## config.mk

```make
export PLATFORM = sky130hd
export DESIGN_NAME = weighted_residual_rms_norm_unit
export DESIGN_NICKNAME = d
export VERILOG_FILES = /design/src/rtl/core/wrrn_pkg.sv /design/src/rtl/core/wrrn_mac.sv /design/src/rtl/core/wrrn_divsqrt.sv /design/src/rtl/core/weighted_residual_rms_norm_unit.sv
export SDC_FILE = /design/constraint.sdc
export NUM_CORES = 2
export LEC_CHECK = 0
export ABC_CLOCK_PERIOD_IN_PS = 24700
export CAP_MARGIN = 20
export CORE_MARGIN = 4
export CORE_UTILIZATION = 55
export CTS_BUF_LIST = sky130_fd_sc_hd__clkbuf_16
export CTS_CLUSTER_SIZE = 28
export DETAILED_ROUTE_END_ITERATION = 6
export DONT_BUFFER_PORTS = 1
export GPL_TIMING_DRIVEN = 0
export PLACE_DENSITY = 0.7
export SETUP_SLACK_MARGIN = 0.15
export SLEW_MARGIN = 20
export SYNTH_ARGS = -nofsm -noshare
export SYNTH_HDL_FRONTEND = slang
export SYNTH_HIERARCHICAL = 1
export SYNTH_SLANG_ARGS = --single-unit
```

## constraint.sdc

```tcl
create_clock -name clock -period 24.7 [get_ports clock]
set_input_delay 6.175 -clock clock [delete_from_list [all_inputs] [get_ports clock]]
set_output_delay 6.175 -clock clock [all_outputs]
set_load 0.02 [all_outputs]
```

## src/rtl/core/wrrn_pkg.sv

```systemverilog
// ----------------------------------------------------------------------------
// wrrn_pkg
// Shared types and constants for the weighted residual RMS norm unit.
// ----------------------------------------------------------------------------
package wrrn_pkg;

   // field widths
   localparam int VALUE_W  = 32;
   localparam int COEF_W   = 16;
   localparam int ACTIVE_W = 3;
   localparam int SUM_W    = 64;
   localparam int ROOT_W   = 32;
   localparam int PROD_W   = 2 * VALUE_W;

   // vector length and component limits
   localparam int MAX_LENGTH       = 65536;
   localparam int NUM_COMPONENTS   = 4;
   localparam int INPUT_COMPONENTS = 4;
   localparam int COMP_LIMIT       = (NUM_COMPONENTS < INPUT_COMPONENTS) ?
                                     NUM_COMPONENTS : INPUT_COMPONENTS;
   localparam int COMP_IDX_W       = $clog2(INPUT_COMPONENTS);
   localparam int COMP_CNT_W       = $clog2(COMP_LIMIT + 1);
   localparam int COUNT_W          = $clog2(MAX_LENGTH + 1);

   // weighted sum accumulator: Q24.28, a few guard bits over the product sum
   localparam int ACC_W       = VALUE_W + COEF_W + $clog2(INPUT_COMPONENTS) + 2;
   localparam int ROUND_SHIFT = 12;
   localparam int SHIFTED_W   = ACC_W - ROUND_SHIFT;

   // divide and square root sequencing
   localparam int DIV_STEPS  = SUM_W;
   localparam int SQRT_STEPS = SUM_W / 2;
   localparam int STEP_CNT_W = $clog2(DIV_STEPS);
   localparam int REM_W      = ROOT_W + 2;
   localparam int CMP_W      = REM_W + 2;

   // configuration register indexes
   localparam logic [2:0] CSR_COEF_A = 3'd0;
   localparam logic [2:0] CSR_COEF_B = 3'd1;
   localparam logic [2:0] CSR_COEF_C = 3'd2;
   localparam logic [2:0] CSR_COEF_D = 3'd3;
   localparam logic [2:0] CSR_ACTIVE = 3'd4;

   typedef struct packed {
      logic signed [VALUE_W-1:0] value_a;
      logic signed [VALUE_W-1:0] value_b;
      logic signed [VALUE_W-1:0] value_c;
      logic signed [VALUE_W-1:0] value_d;
      logic                      is_last;
   } req_payload_type;

   typedef struct packed {
      logic signed [VALUE_W-1:0] residual;
      logic                      saturated;
      logic [ROOT_W-1:0]         rms_norm;
      logic                      norm_valid;
   } rsp_payload_type;

   // control of the shared multiply-accumulate datapath
   typedef struct packed {
      logic clear;
      logic mul_en;
      logic acc_en;
   } mac_ctrl_type;

   // top level sequencer
   typedef enum logic [2:0] {
      ST_IDLE,
      ST_MAC,
      ST_ROUND,
      ST_SQUARE,
      ST_ACCUM,
      ST_NSTART,
      ST_NWAIT,
      ST_DONE
   } top_state_type;

   // divide / square root sequencer
   typedef enum logic [1:0] {
      DS_IDLE,
      DS_DIV,
      DS_SQRT,
      DS_DONE
   } ds_state_type;

endpackage

```

## src/rtl/core/wrrn_mac.sv

```systemverilog
// ----------------------------------------------------------------------------
// wrrn_mac
// Shared signed multiplier with product register, weighted sum accumulator
// and Q24.28 to Q16.16 rounding with saturation.
// ----------------------------------------------------------------------------
module wrrn_mac (
   input  logic                               clock,
   input  wrrn_pkg::mac_ctrl_type             ctrl,
   input  logic signed [wrrn_pkg::VALUE_W-1:0] mul_a,
   input  logic signed [wrrn_pkg::VALUE_W-1:0] mul_b,
   output logic signed [wrrn_pkg::PROD_W-1:0]  prod,
   output logic signed [wrrn_pkg::VALUE_W-1:0] residual,
   output logic                               res_sat
);
   import wrrn_pkg::*;

   logic signed [PROD_W-1:0]    prod_ff;
   logic signed [ACC_W-1:0]     acc_ff;
   logic signed [ACC_W-1:0]     acc_in;
   logic signed [ACC_W-1:0]     biased;
   logic signed [SHIFTED_W-1:0] shifted;
   logic                        over_hi;
   logic                        over_lo;

   // one multiply per cycle while mul_en is set, registered before any use
   always_ff @(posedge clock) begin
      if (ctrl.mul_en) begin
         prod_ff <= mul_a * mul_b;
      end
   end

   // accumulate registered products
   always_comb begin
      acc_in = acc_ff;
      if (ctrl.clear) begin
         acc_in = '0;
      end else if (ctrl.acc_en) begin
         acc_in = acc_ff + prod_ff[ACC_W-1:0];
      end
   end

   always_ff @(posedge clock) begin
      acc_ff <= acc_in;
   end

   // add half an lsb, floor by arithmetic shift, then clamp to 32 bits
   always_comb begin
      biased  = acc_ff + ACC_W'(1 << (ROUND_SHIFT - 1));
      shifted = biased[ACC_W-1:ROUND_SHIFT];
      over_hi = !shifted[SHIFTED_W-1] && (|shifted[SHIFTED_W-2:VALUE_W-1]);
      over_lo = shifted[SHIFTED_W-1] && !(&shifted[SHIFTED_W-2:VALUE_W-1]);
      if (over_hi) begin
         residual = {1'b0, {(VALUE_W-1){1'b1}}};
      end else if (over_lo) begin
         residual = {1'b1, {(VALUE_W-1){1'b0}}};
      end else begin
         residual = shifted[VALUE_W-1:0];
      end
      res_sat = over_hi || over_lo;
   end

   assign prod = prod_ff;

endmodule

```

## src/rtl/core/wrrn_divsqrt.sv

```systemverilog
// ----------------------------------------------------------------------------
// wrrn_divsqrt
// Bit-serial 64 by 17 bit divide followed by a two-bits-per-step integer
// square root; both phases share one compare and subtract unit.
// ----------------------------------------------------------------------------
module wrrn_divsqrt (
   input  logic                          clock,
   input  logic                          reset,
   input  logic                          start,
   input  logic [wrrn_pkg::SUM_W-1:0]    dividend,
   input  logic [wrrn_pkg::COUNT_W-1:0]  divisor,
   output logic                          done,
   output logic [wrrn_pkg::ROOT_W-1:0]   root
);
   import wrrn_pkg::*;

   ds_state_type          state_ff;
   ds_state_type          state_in;
   logic [SUM_W-1:0]      work_ff;
   logic [COUNT_W-1:0]    divisor_ff;
   logic [REM_W-1:0]      rem_ff;
   logic [ROOT_W-1:0]     root_ff;
   logic [STEP_CNT_W-1:0] cnt_ff;

   logic                  load;
   logic                  div_step;
   logic                  sqrt_step;
   logic                  div_last;
   logic                  sqrt_last;
   logic [CMP_W-1:0]      cmp_a;
   logic [CMP_W-1:0]      cmp_b;
   logic [CMP_W:0]        diff;
   logic                  ge;

   assign div_last  = (cnt_ff == STEP_CNT_W'(DIV_STEPS - 1));
   assign sqrt_last = (cnt_ff == STEP_CNT_W'(SQRT_STEPS - 1));

   // next state
   always_comb begin
      state_in = state_ff;
      unique case (state_ff)
         DS_IDLE: if (start) state_in = DS_DIV;
         DS_DIV:  if (div_last) state_in = DS_SQRT;
         DS_SQRT: if (sqrt_last) state_in = DS_DONE;
         DS_DONE: state_in = DS_IDLE;
         default: state_in = DS_IDLE;
      endcase
   end

   // outputs of the sequencer
   always_comb begin
      load      = 1'b0;
      div_step  = 1'b0;
      sqrt_step = 1'b0;
      done      = 1'b0;
      unique case (state_ff)
         DS_IDLE: load = start;
         DS_DIV:  div_step = 1'b1;
         DS_SQRT: sqrt_step = 1'b1;
         DS_DONE: done = 1'b1;
         default: done = 1'b0;
      endcase
   end

   always_ff @(posedge clock) begin
      if (reset) begin
         state_ff <= DS_IDLE;
      end else begin
         state_ff <= state_in;
      end
   end

   // shared compare and subtract: restoring divide or root trial
   always_comb begin
      if (state_ff == DS_SQRT) begin
         cmp_a = {rem_ff, work_ff[SUM_W-1:SUM_W-2]};
         cmp_b = {2'b00, root_ff, 2'b01};
      end else begin
         cmp_a = {{(CMP_W-COUNT_W-1){1'b0}}, rem_ff[COUNT_W-1:0], work_ff[SUM_W-1]};
         cmp_b = {{(CMP_W-COUNT_W){1'b0}}, divisor_ff};
      end
      diff = {1'b0, cmp_a} - {1'b0, cmp_b};
      ge   = !diff[CMP_W];
   end

   // datapath registers
   always_ff @(posedge clock) begin
      if (load) begin
         work_ff    <= dividend;
         divisor_ff <= divisor;
         rem_ff     <= '0;
         root_ff    <= '0;
         cnt_ff     <= '0;
      end else if (div_step) begin
         work_ff <= {work_ff[SUM_W-2:0], ge};
         if (div_last) begin
            rem_ff <= '0;
            cnt_ff <= '0;
         end else begin
            rem_ff <= ge ? REM_W'(diff[COUNT_W-1:0]) : REM_W'(cmp_a[COUNT_W-1:0]);
            cnt_ff <= cnt_ff + 1'b1;
         end
      end else if (sqrt_step) begin
         work_ff <= {work_ff[SUM_W-3:0], 2'b00};
         rem_ff  <= ge ? diff[REM_W-1:0] : cmp_a[REM_W-1:0];
         root_ff <= {root_ff[ROOT_W-2:0], ge};
         cnt_ff  <= cnt_ff + 1'b1;
      end
   end

   assign root = root_ff;

endmodule

```

## src/rtl/core/weighted_residual_rms_norm_unit.sv

```systemverilog
// ----------------------------------------------------------------------------
// weighted_residual_rms_norm_unit
// Each item: the n active components (1..4) are weighted on the single
// shared multiplier, then rounded, squared and summed; the item marked
// last also runs the divide (64 steps) and square root (32 steps). A new
// item is accepted only after the previous one is handed to the output
// register, which frees the input side. Reset clears the sequencer, sums,
// counts, output valid, coefficients to zero and active_components to one.
// ----------------------------------------------------------------------------
module weighted_residual_rms_norm_unit (
   input  logic                      clock,
   input  logic                      reset,
   input  logic                      req_valid,
   output logic                      req_stall,
   input  wrrn_pkg::req_payload_type req_payload,
   output logic                      rsp_valid,
   input  logic                      rsp_stall,
   output wrrn_pkg::rsp_payload_type rsp_payload,
   input  logic                      csr_we,
   input  logic [2:0]                csr_index,
   input  logic [15:0]               csr_wdata
);
   import wrrn_pkg::*;

   top_state_type             state_ff;
   top_state_type             state_in;

   logic signed [COEF_W-1:0]  coef_ff [INPUT_COMPONENTS];
   logic [ACTIVE_W-1:0]       active_ff;
   logic signed [VALUE_W-1:0] val_ff [INPUT_COMPONENTS];
   logic                      last_ff;
   logic [COMP_CNT_W-1:0]     k_ff;
   logic [COMP_CNT_W-1:0]     n_eff;
   logic                      prod_vld_ff;
   logic signed [VALUE_W-1:0] res_ff;
   logic                      res_sat_ff;
   logic [SUM_W-1:0]          ssum_ff;
   logic [COUNT_W-1:0]        count_ff;
   logic                      ovf_ff;
   logic                      rsp_valid_ff;
   logic                      rsp_valid_in;
   rsp_payload_type           rsp_data_ff;

   logic                      accept;
   logic                      out_free;
   mac_ctrl_type              mac_ctrl;
   logic                      use_square;
   logic                      ds_start;
   logic                      ds_done;
   logic [ROOT_W-1:0]         ds_root;
   logic signed [VALUE_W-1:0] mul_a;
   logic signed [VALUE_W-1:0] mul_b;
   logic signed [PROD_W-1:0]  prod;
   logic signed [VALUE_W-1:0] residual;
   logic                      res_sat;
   logic [SUM_W:0]            sum_wide;

   assign accept   = req_valid && !req_stall;
   assign out_free = !rsp_valid_ff || !rsp_stall;

   // configuration writes
   always_ff @(posedge clock) begin
      if (reset) begin
         for (int i = 0; i < INPUT_COMPONENTS; i++) begin
            coef_ff[i] <= '0;
         end
         active_ff <= ACTIVE_W'(1);
      end else if (csr_we) begin
         unique case (csr_index)
            CSR_COEF_A: coef_ff[0] <= csr_wdata[COEF_W-1:0];
            CSR_COEF_B: coef_ff[1] <= csr_wdata[COEF_W-1:0];
            CSR_COEF_C: coef_ff[2] <= csr_wdata[COEF_W-1:0];
            CSR_COEF_D: coef_ff[3] <= csr_wdata[COEF_W-1:0];
            CSR_ACTIVE: active_ff  <= csr_wdata[ACTIVE_W-1:0];
            default:    active_ff  <= active_ff;
         endcase
      end
   end

   // clamp the active component count into 1..limit
   always_comb begin
      if (active_ff == '0) begin
         n_eff = COMP_CNT_W'(1);
      end else if (32'(active_ff) > COMP_LIMIT) begin
         n_eff = COMP_CNT_W'(COMP_LIMIT);
      end else begin
         n_eff = COMP_CNT_W'(active_ff);
      end
   end

   // next state
   always_comb begin
      state_in = state_ff;
      unique case (state_ff)
         ST_IDLE:   if (accept) state_in = ST_MAC;
         ST_MAC:    if (k_ff == n_eff && !prod_vld_ff) state_in = ST_ROUND;
         ST_ROUND:  state_in = ST_SQUARE;
         ST_SQUARE: state_in = ST_ACCUM;
         ST_ACCUM:  state_in = last_ff ? ST_NSTART : ST_DONE;
         ST_NSTART: state_in = ST_NWAIT;
         ST_NWAIT:  if (ds_done) state_in = ST_DONE;
         ST_DONE:   if (out_free) state_in = ST_IDLE;
         default:   state_in = ST_IDLE;
      endcase
   end

   // sequencer outputs
   always_comb begin
      mac_ctrl   = '0;
      use_square = 1'b0;
      ds_start   = 1'b0;
      req_stall  = 1'b1;
      unique case (state_ff)
         ST_IDLE: begin
            req_stall      = 1'b0;
            mac_ctrl.clear = 1'b1;
         end
         ST_MAC: begin
            mac_ctrl.mul_en = (k_ff < n_eff);
            mac_ctrl.acc_en = prod_vld_ff;
         end
         ST_SQUARE: begin
            mac_ctrl.mul_en = 1'b1;
            use_square      = 1'b1;
         end
         ST_NSTART: ds_start = 1'b1;
         default:   ds_start = 1'b0;
      endcase
   end

   always_ff @(posedge clock) begin
      if (reset) begin
         state_ff <= ST_IDLE;
      end else begin
         state_ff <= state_in;
      end
   end

   // multiplier operand select: component times weight, or residual squared
   always_comb begin
      if (use_square) begin
         mul_a = res_ff;
         mul_b = res_ff;
      end else begin
         mul_a = val_ff[k_ff[COMP_IDX_W-1:0]];
         mul_b = VALUE_W'(coef_ff[k_ff[COMP_IDX_W-1:0]]);
      end
   end

   wrrn_mac u_mac (
      .clock    (clock),
      .ctrl     (mac_ctrl),
      .mul_a    (mul_a),
      .mul_b    (mul_b),
      .prod     (prod),
      .residual (residual),
      .res_sat  (res_sat)
   );

   wrrn_divsqrt u_divsqrt (
      .clock    (clock),
      .reset    (reset),
      .start    (ds_start),
      .dividend (ssum_ff),
      .divisor  (count_ff),
      .done     (ds_done),
      .root     (ds_root)
   );

   // input capture and component stepping
   always_ff @(posedge clock) begin
      if (accept) begin
         val_ff[0] <= req_payload.value_a;
         val_ff[1] <= req_payload.value_b;
         val_ff[2] <= req_payload.value_c;
         val_ff[3] <= req_payload.value_d;
         last_ff   <= req_payload.is_last;
      end
      if (state_ff == ST_ROUND) begin
         res_ff     <= residual;
         res_sat_ff <= res_sat;
      end
   end

   always_ff @(posedge clock) begin
      if (reset) begin
         k_ff        <= '0;
         prod_vld_ff <= 1'b0;
      end else if (state_ff == ST_MAC) begin
         prod_vld_ff <= mac_ctrl.mul_en;
         if (mac_ctrl.mul_en) begin
            k_ff <= k_ff + 1'b1;
         end
      end else begin
         k_ff        <= '0;
         prod_vld_ff <= 1'b0;
      end
   end

   // saturating square sum and element count
   assign sum_wide = {1'b0, ssum_ff} + {1'b0, prod[SUM_W-1:0]};

   always_ff @(posedge clock) begin
      if (reset) begin
         ssum_ff  <= '0;
         count_ff <= '0;
         ovf_ff   <= 1'b0;
      end else if (state_ff == ST_ACCUM) begin
         if (sum_wide[SUM_W]) begin
            ssum_ff <= '1;
            ovf_ff  <= 1'b1;
         end else begin
            ssum_ff <= sum_wide[SUM_W-1:0];
         end
         if (32'(count_ff) < MAX_LENGTH) begin
            count_ff <= count_ff + 1'b1;
         end
      end else if (state_ff == ST_DONE && out_free && last_ff) begin
         ssum_ff  <= '0;
         count_ff <= '0;
         ovf_ff   <= 1'b0;
      end
   end

   // output register
   always_comb begin
      rsp_valid_in = rsp_valid_ff && rsp_stall;
      if (state_ff == ST_DONE && out_free) begin
         rsp_valid_in = 1'b1;
      end
   end

   always_ff @(posedge clock) begin
      if (reset) begin
         rsp_valid_ff <= 1'b0;
      end else begin
         rsp_valid_ff <= rsp_valid_in;
      end
   end

   always_ff @(posedge clock) begin
      if (state_ff == ST_DONE && out_free) begin
         rsp_data_ff.residual   <= res_ff;
         rsp_data_ff.saturated  <= res_sat_ff || ovf_ff;
         rsp_data_ff.rms_norm   <= last_ff ? ds_root : '0;
         rsp_data_ff.norm_valid <= last_ff;
      end
   end

   assign rsp_valid   = rsp_valid_ff;
   assign rsp_payload = rsp_data_ff;

   // the element count never passes the length limit
   a_count_bound: assert property (@(posedge clock) disable iff (reset)
      32'(count_ff) <= MAX_LENGTH)
      else $error("element count beyond limit");

   // an overflowed square sum is pinned at full scale
   a_ovf_pinned: assert property (@(posedge clock) disable iff (reset)
      ovf_ff |-> (ssum_ff == '1))
      else $error("square sum overflow flag without full-scale sum");

   // divide/root completion only while the sequencer waits for it
   a_ds_done_wait: assert property (@(posedge clock) disable iff (reset)
      ds_done |-> (state_ff == ST_NWAIT))
      else $error("divide/root finished outside wait state");

   // a result without norm carries a zero norm
   a_norm_zero: assert property (@(posedge clock) disable iff (reset)
      (rsp_valid && !rsp_payload.norm_valid) |-> (rsp_payload.rms_norm == '0))
      else $error("rms norm nonzero on a non-last transfer");

endmodule
```

Word level (Yosys, flattened, before mapping)
Memory sizes are Yosys's and may differ from the RTL's. A register that Yosys moved wholly into a read port is not among the register bits.
Cells that the tools add are included.
{"block": "totals", "reg_bits": 464, "latchBits": 0, "ram_bits": 192, "romBits": 0, "in_bits": 153, "out_inout_bits": 68, "mem_count": 2}
{"block": "op_classes", "add_sub_neg": 7, "mul": 1, "div": 0, "order_cmp": 3, "n_eq_ne": 26, "shift": 0, "n_mux": 76, "bitwise_logic": 6, "reduce_logical": 32}
{"name": "val_ff", "depth": 4, "width": 32, "read_ports": 1, "rd_clocked_by_memory_dff": 1, "write_ports": 4, "line": "weighted_residual_rms_norm_unit.sv:30", "rtl": "logic signed [VALUE_W-1:0] val_ff [INPUT_COMPONENTS];"}
{"name": "coef_ff", "depth": 4, "width": 16, "read_ports": 1, "rd_clocked_by_memory_dff": 1, "write_ports": 4, "line": "weighted_residual_rms_norm_unit.sv:28", "rtl": "logic signed [COEF_W-1:0] coef_ff [INPUT_COMPONENTS];"}
{"operator": "$mux 64", "n": 6}
{"operator": "$mux 34", "n": 5}
{"operator": "$mux 32", "n": 3}
{"operator": "$mux 17", "n": 4}
{"operator": "$add 64x64->65", "n": 1}
{"operator": "$mul 32x32->64", "n": 1}
{"operator": "$mux 16", "n": 4}
{"operator": "$add 52x13->52 const B", "n": 1}
{"operator": "$add 52x52->52", "n": 1}
{"operator": "$sub 36x34->37", "n": 1}
{"operator": "$mux 36", "n": 1}
{"operator": "$mux 1", "n": 33}
{"operator": "$pmux 3 s8", "n": 1}
{"operator": "$mux 3", "n": 6}
{"operator": "$mux 6", "n": 3}
{"operator": "$add 17x1->17 const B", "n": 1}
{"operator": "$lt 17x17->1 const B", "n": 1}
{"operator": "$mux 2", "n": 8}
{"operator": "$eq 3x3->1 const B", "n": 5}
{"operator": "$eq 3x2->1 const B", "n": 4}
{"operator": "$ne 2x2->1 const B", "n": 5}
{"operator": "$logic_not 3->1", "n": 3}
{"operator": "$ne 2x1->1 const B", "n": 4}
{"operator": "$pmux 2 s4", "n": 1}
{"operator": "25 further kinds", "n": 48}

Logic depth before layout (Yosys ltp)
{"block": "logic_depth", "word_depth": 7, "ltp_mapped": 36}

Cells and area by module
The synthesis kept the hierarchy.
{"mod": "wrrn_mac", "instances": 1, "cells_per_inst": 4760, "area_per_inst_um2": 43779.5, "seq_area_each_um2": 2962.8}
{"mod": "weighted_residual_rms_norm_unit", "instances": 1, "cells_per_inst": 1604, "area_per_inst_um2": 19158.4, "seq_area_each_um2": 10670.2}
{"mod": "wrrn_divsqrt", "instances": 1, "cells_per_inst": 964, "area_per_inst_um2": 9086.2, "seq_area_each_um2": 3913.8}

Least setup slack after synthesis
Ideal clock, no wire load.
{"block": "synth_timing", "path_type": "in2reg", "startpoint": "input port req_valid", "endpoint": "register last_ff, enable pin", "setup_time_ns": 0.619, "arrival_ns": 11.544, "setup_slack_ns": 12.537, "path_stages": 2, "n_path_buf": 0, "path_cell_list": "inv_1 nor2_1"}
{"block": "synth_via", "elab_chain_len": 1}
{"element": "from (decl)", "line": "weighted_residual_rms_norm_unit.sv:13", "rtl": "input logic req_valid,"}
{"element": "$logic_and 1x1->1", "line": "weighted_residual_rms_norm_unit.sv:58", "rtl": "assign accept = req_valid && !req_stall;"}
{"element": "via accept", "line": "weighted_residual_rms_norm_unit.sv:44", "rtl": "logic accept;"}
{"element": "to (signal assigned)", "line": "weighted_residual_rms_norm_unit.sv:177", "rtl": "last_ff <= req_payload.is_last;"}
{"element": "to (decl)", "line": "weighted_residual_rms_norm_unit.sv:31", "rtl": "logic last_ff;"}
The timed path passes the listed nets, and every way through them passes these cells.
A chain may end at the register's enable or synchronous reset.

==> results.sh <==
export IMPL_cp_required_ps=25170
export IMPL_cap_violations=0
export IMPL_synth_flop_cell="edfxtp_1"
export IMPL_synth_mux_area_frac=0.0393
export IMPL_cts_buffer_depth=3
export IMPL_die_x_um=370
export IMPL_avgSynthCellArea_sq_um=9.83
export IMPL_grt_usage=0.368
export IMPL_criticalPathCategory="flop to flop"
export IMPL_hold_buffers=0
export IMPL_yosys_warnings=6
export IMPL_max_stage_delay_ps=790
export IMPL_failed_checks="design-rule violations"
export IMPL_grt_util_met1=0.462
export IMPL_crit_path_start_kind="flop"
export IMPL_die_h_um=370
export IMPL_relSlewSlack=0.143
export IMPL_synth_xor_area_frac=0.0305
export IMPL_multi_input_area_sq_mm=0.0487
export IMPL_period_share=0.525
export IMPL_syn2layout_area_growth_pct=7.05
export IMPL_outcome="finished with violations"
export IMPL_drc=6
export IMPL_max_freq_mhz=77.1
export IMPL_cts_setup_buffers=0
export IMPL_grt_pass1_vias=56500
export IMPL_layout_setup_ws_ps=11720
export IMPL_path_buf_inv=6
export IMPL_syn_area_sq_mm=0.0720
export IMPL_synth_cell_types=108
export IMPL_ant_nets=0
export IMPL_cp_top_family="adder cells"
export IMPL_r2r_slack_ps=11720
export IMPL_clkTransAtPathRegs_ps=60
export IMPL_endpoint_kind="flop"
export IMPL_antenna_found_initial=16
export IMPL_start_util=0.555
export IMPL_coreArea_sq_mm=0.130
export IMPL_grt_overflow_total=0
export IMPL_setup_violations=0
export IMPL_final_cell_mix="inv_1, fa_1, nand2_1, and2_1, edfxtp_1"
export IMPL_use_met2=0.571
export IMPL_use_met3=0.101
export IMPL_final_common_cell="inv_1"
export IMPL_dpl_hpwl_um=206000
export IMPL_clock_sinks=658
export IMPL_cp_common_cell="fa_1"
export IMPL_place_ws_ps=12220
export IMPL_drtPass1Iterations=7
export IMPL_synth_seq_cells=658
export IMPL_top_usage_layer="met2"
export IMPL_cts_root_buf="clkbuf_16"
export IMPL_wl_per_cell_um=27.1
export IMPL_yosys_area_share_simple=0.144
export IMPL_ys_async_sr_fraction=0
export IMPL_seq_area_frac_synth=0.244
export IMPL_pin_count=221
export IMPL_synth_compound_area_share=0.0996
export IMPL_drt_initial_drc_count=5691
export IMPL_gp_congestion=1.15
export IMPL_synth_edf_count=437
export IMPL_period_needed_ps=12980
export IMPL_crit_fanout=10
export IMPL_drv_slew=0
export IMPL_finalHoldViolCount=0
export IMPL_fin_skew_ps=107
export IMPL_place_port_buffers=0
export IMPL_synthesis_nets=8912
export IMPL_nets=9006
export IMPL_num_fill_cells=11300
export IMPL_drive_above_1_share=0.0457
export IMPL_netlist_instances=7328
export IMPL_dieArea_sq_mm=0.137
export IMPL_numCtsBuffers=74
export IMPL_worstMarginPinSlew_ps=1290
export IMPL_routed_wl_um=250000
export IMPL_arrival_ps=13450
export IMPL_cts_tree="done"
export IMPL_instances_no_fill=9243
export IMPL_synth_fa_ha_area_frac=0.362
export IMPL_fin_tns_setup_ps=0
export IMPL_core_rowCount=132
export IMPL_vias=55500
export IMPL_rsz0062_at_grt="false"
export IMPL_avgViaCountPerCell=6.00
export IMPL_grt_max_degree=62
export IMPL_grt_pass1_wl_um=367000
export IMPL_cpMaxStageDelayCell="buf_1"
export IMPL_hold_class="flop to flop"
export IMPL_seq_area_sq_mm=0.0175
export IMPL_cts_max_level=3
export IMPL_dpl_cell_count=9088
export IMPL_synth_top_family_by_area="adder cells"
export IMPL_cts_resized_gates=0
export IMPL_clk_latency_ps=740
-- layout make-up --
type | instances | area share
Multi-Input combinational cell | 5131 | 0.631
Sequential cell | 658 | 0.228
Inverter | 1149 | 0.0559
Tap cell | 1742 | 0.0283
Clock buffer | 76 | 0.0247
Buffer | 390 | 0.0202
Clock inverter | 61 | 0.00709
Timing Repair Buffer | 18 | 0.00467
Antenna cell | 18 | 0.000584
-- synth_stat cells, types with 9 or more instances --
cell type  number  area [sq um]
inv_1        1149          4310
fa_1         1085         21700
nand2_1       938          3520
and2_1        587          3670
edfxtp_1      437         13100
ha_1          346          4330
clkbuf_1      335          1260
a21oi_1       302          1510
o21ai_0       290          1450
nor2_1        269          1010
dfxtp_1       221          4420
xnor2_1       156          1370
mux2i_1       152          1520
a21o_1        106           796
xor2_1         95           832
nand3_1        75           375
nand4_1        68           425
mux4_2         48          1080
nor3_1         47           235
nand2b_1       40           250
o21bai_1       38           285
and3_1         36           225
a211oi_1       35           263
o21ai_1        32           160
a311oi_2       30           450
o21a_1         30           225
a31oi_1        25           156
buf_2          24           120
nor2b_1        24           150
buf_1          19          71.3
mux2_2         19           214
a22oi_1        16           120
o211ai_1       14           105
or3_1          14          87.6
o22ai_1        13          81.3
a211oi_2       12           150
a21boi_0       11          82.6
a311oi_1       10          87.6
o31ai_1         9          67.6
-- flip-flops by register name, indices dropped and copies added (netlist names), 2 cells and up, named ones only --
name / cells
u_divsqrt/divisor_ff: 17
u_divsqrt/root: 32
count_ff: 17
u_mac/acc_ff: 52
val_ff: 128
u_divsqrt/cnt_ff: 6
u_divsqrt/work_ff: 64
state_ff: 3
k_ff: 3
u_divsqrt/state_ff: 2
res_ff: 32
rsp_payload: 66
ssum_ff: 64
u_divsqrt/rem_ff: 34
active_ff: 3
coef_ff: 64
u_mac/prod: 64
-- metal layers --
layer  up-vias  part of all wire
met5         -          0.000044
met4         2             0.076
met3       813              0.11
met2      3068              0.45
li1      23800                 -
met1     27800              0.37
-- through the flow --
| stage | hold slack [ps] | cell area (sq um) | util |
|---|---|---|---|
| 2_1_floorplan | 426 | 72000 | - |
| 3_3_place_gp | 445 | 74200 | 0.572 |
| 3_5_place_dp | 457 | 74600 | 0.575 |
| 4_1_cts | 471 | 77100 | 0.594 |
| 5_1_grt | 492 | 77100 | 0.594 |
| 6_report | 471 | 77100 | 0.594 |
-- logic make-up (layout without fill, tap and decap cells) --
logic type,count (synthesis),in the layout
DFF,658,658
buffers and inverters,1539,1694
adders and majority gates,1431,1431
other,0,18
muxes,220,220
and+or+nand+nor,2146,2146
AOI/OAI and AO/OA,1083,1083
xor gates and xnor gates,251,251
-- final timing paths --
check,end,from,cells past startpoint
min reg2reg,u_divsqrt/rem_ff[1],u_divsqrt/rem_ff[1],2
max reg2reg,u_mac/prod[57],flop,29
max,u_mac/prod[57],flop,29
min,u_divsqrt/rem_ff[1],u_divsqrt/rem_ff[1],2
-- worst reg2reg max path: cells and delay by family (launching register included) --
family | cells | cell delay, ps
buffers and inverters | 6 | 2580
AND/OR/NAND/NOR | 7 | 2320
adder cells (fa/ha/maj) | 9 | 4490
AO/OA/AOI/OAI | 5 | 1970
flip-flops | 1 | 390
multiplexers | 1 | 660
XOR/XNOR | 1 | 300
Power is left out: the tool's default activity adds up to more than one toggle a clock period on the data nets, which glitch-free logic cannot reach.
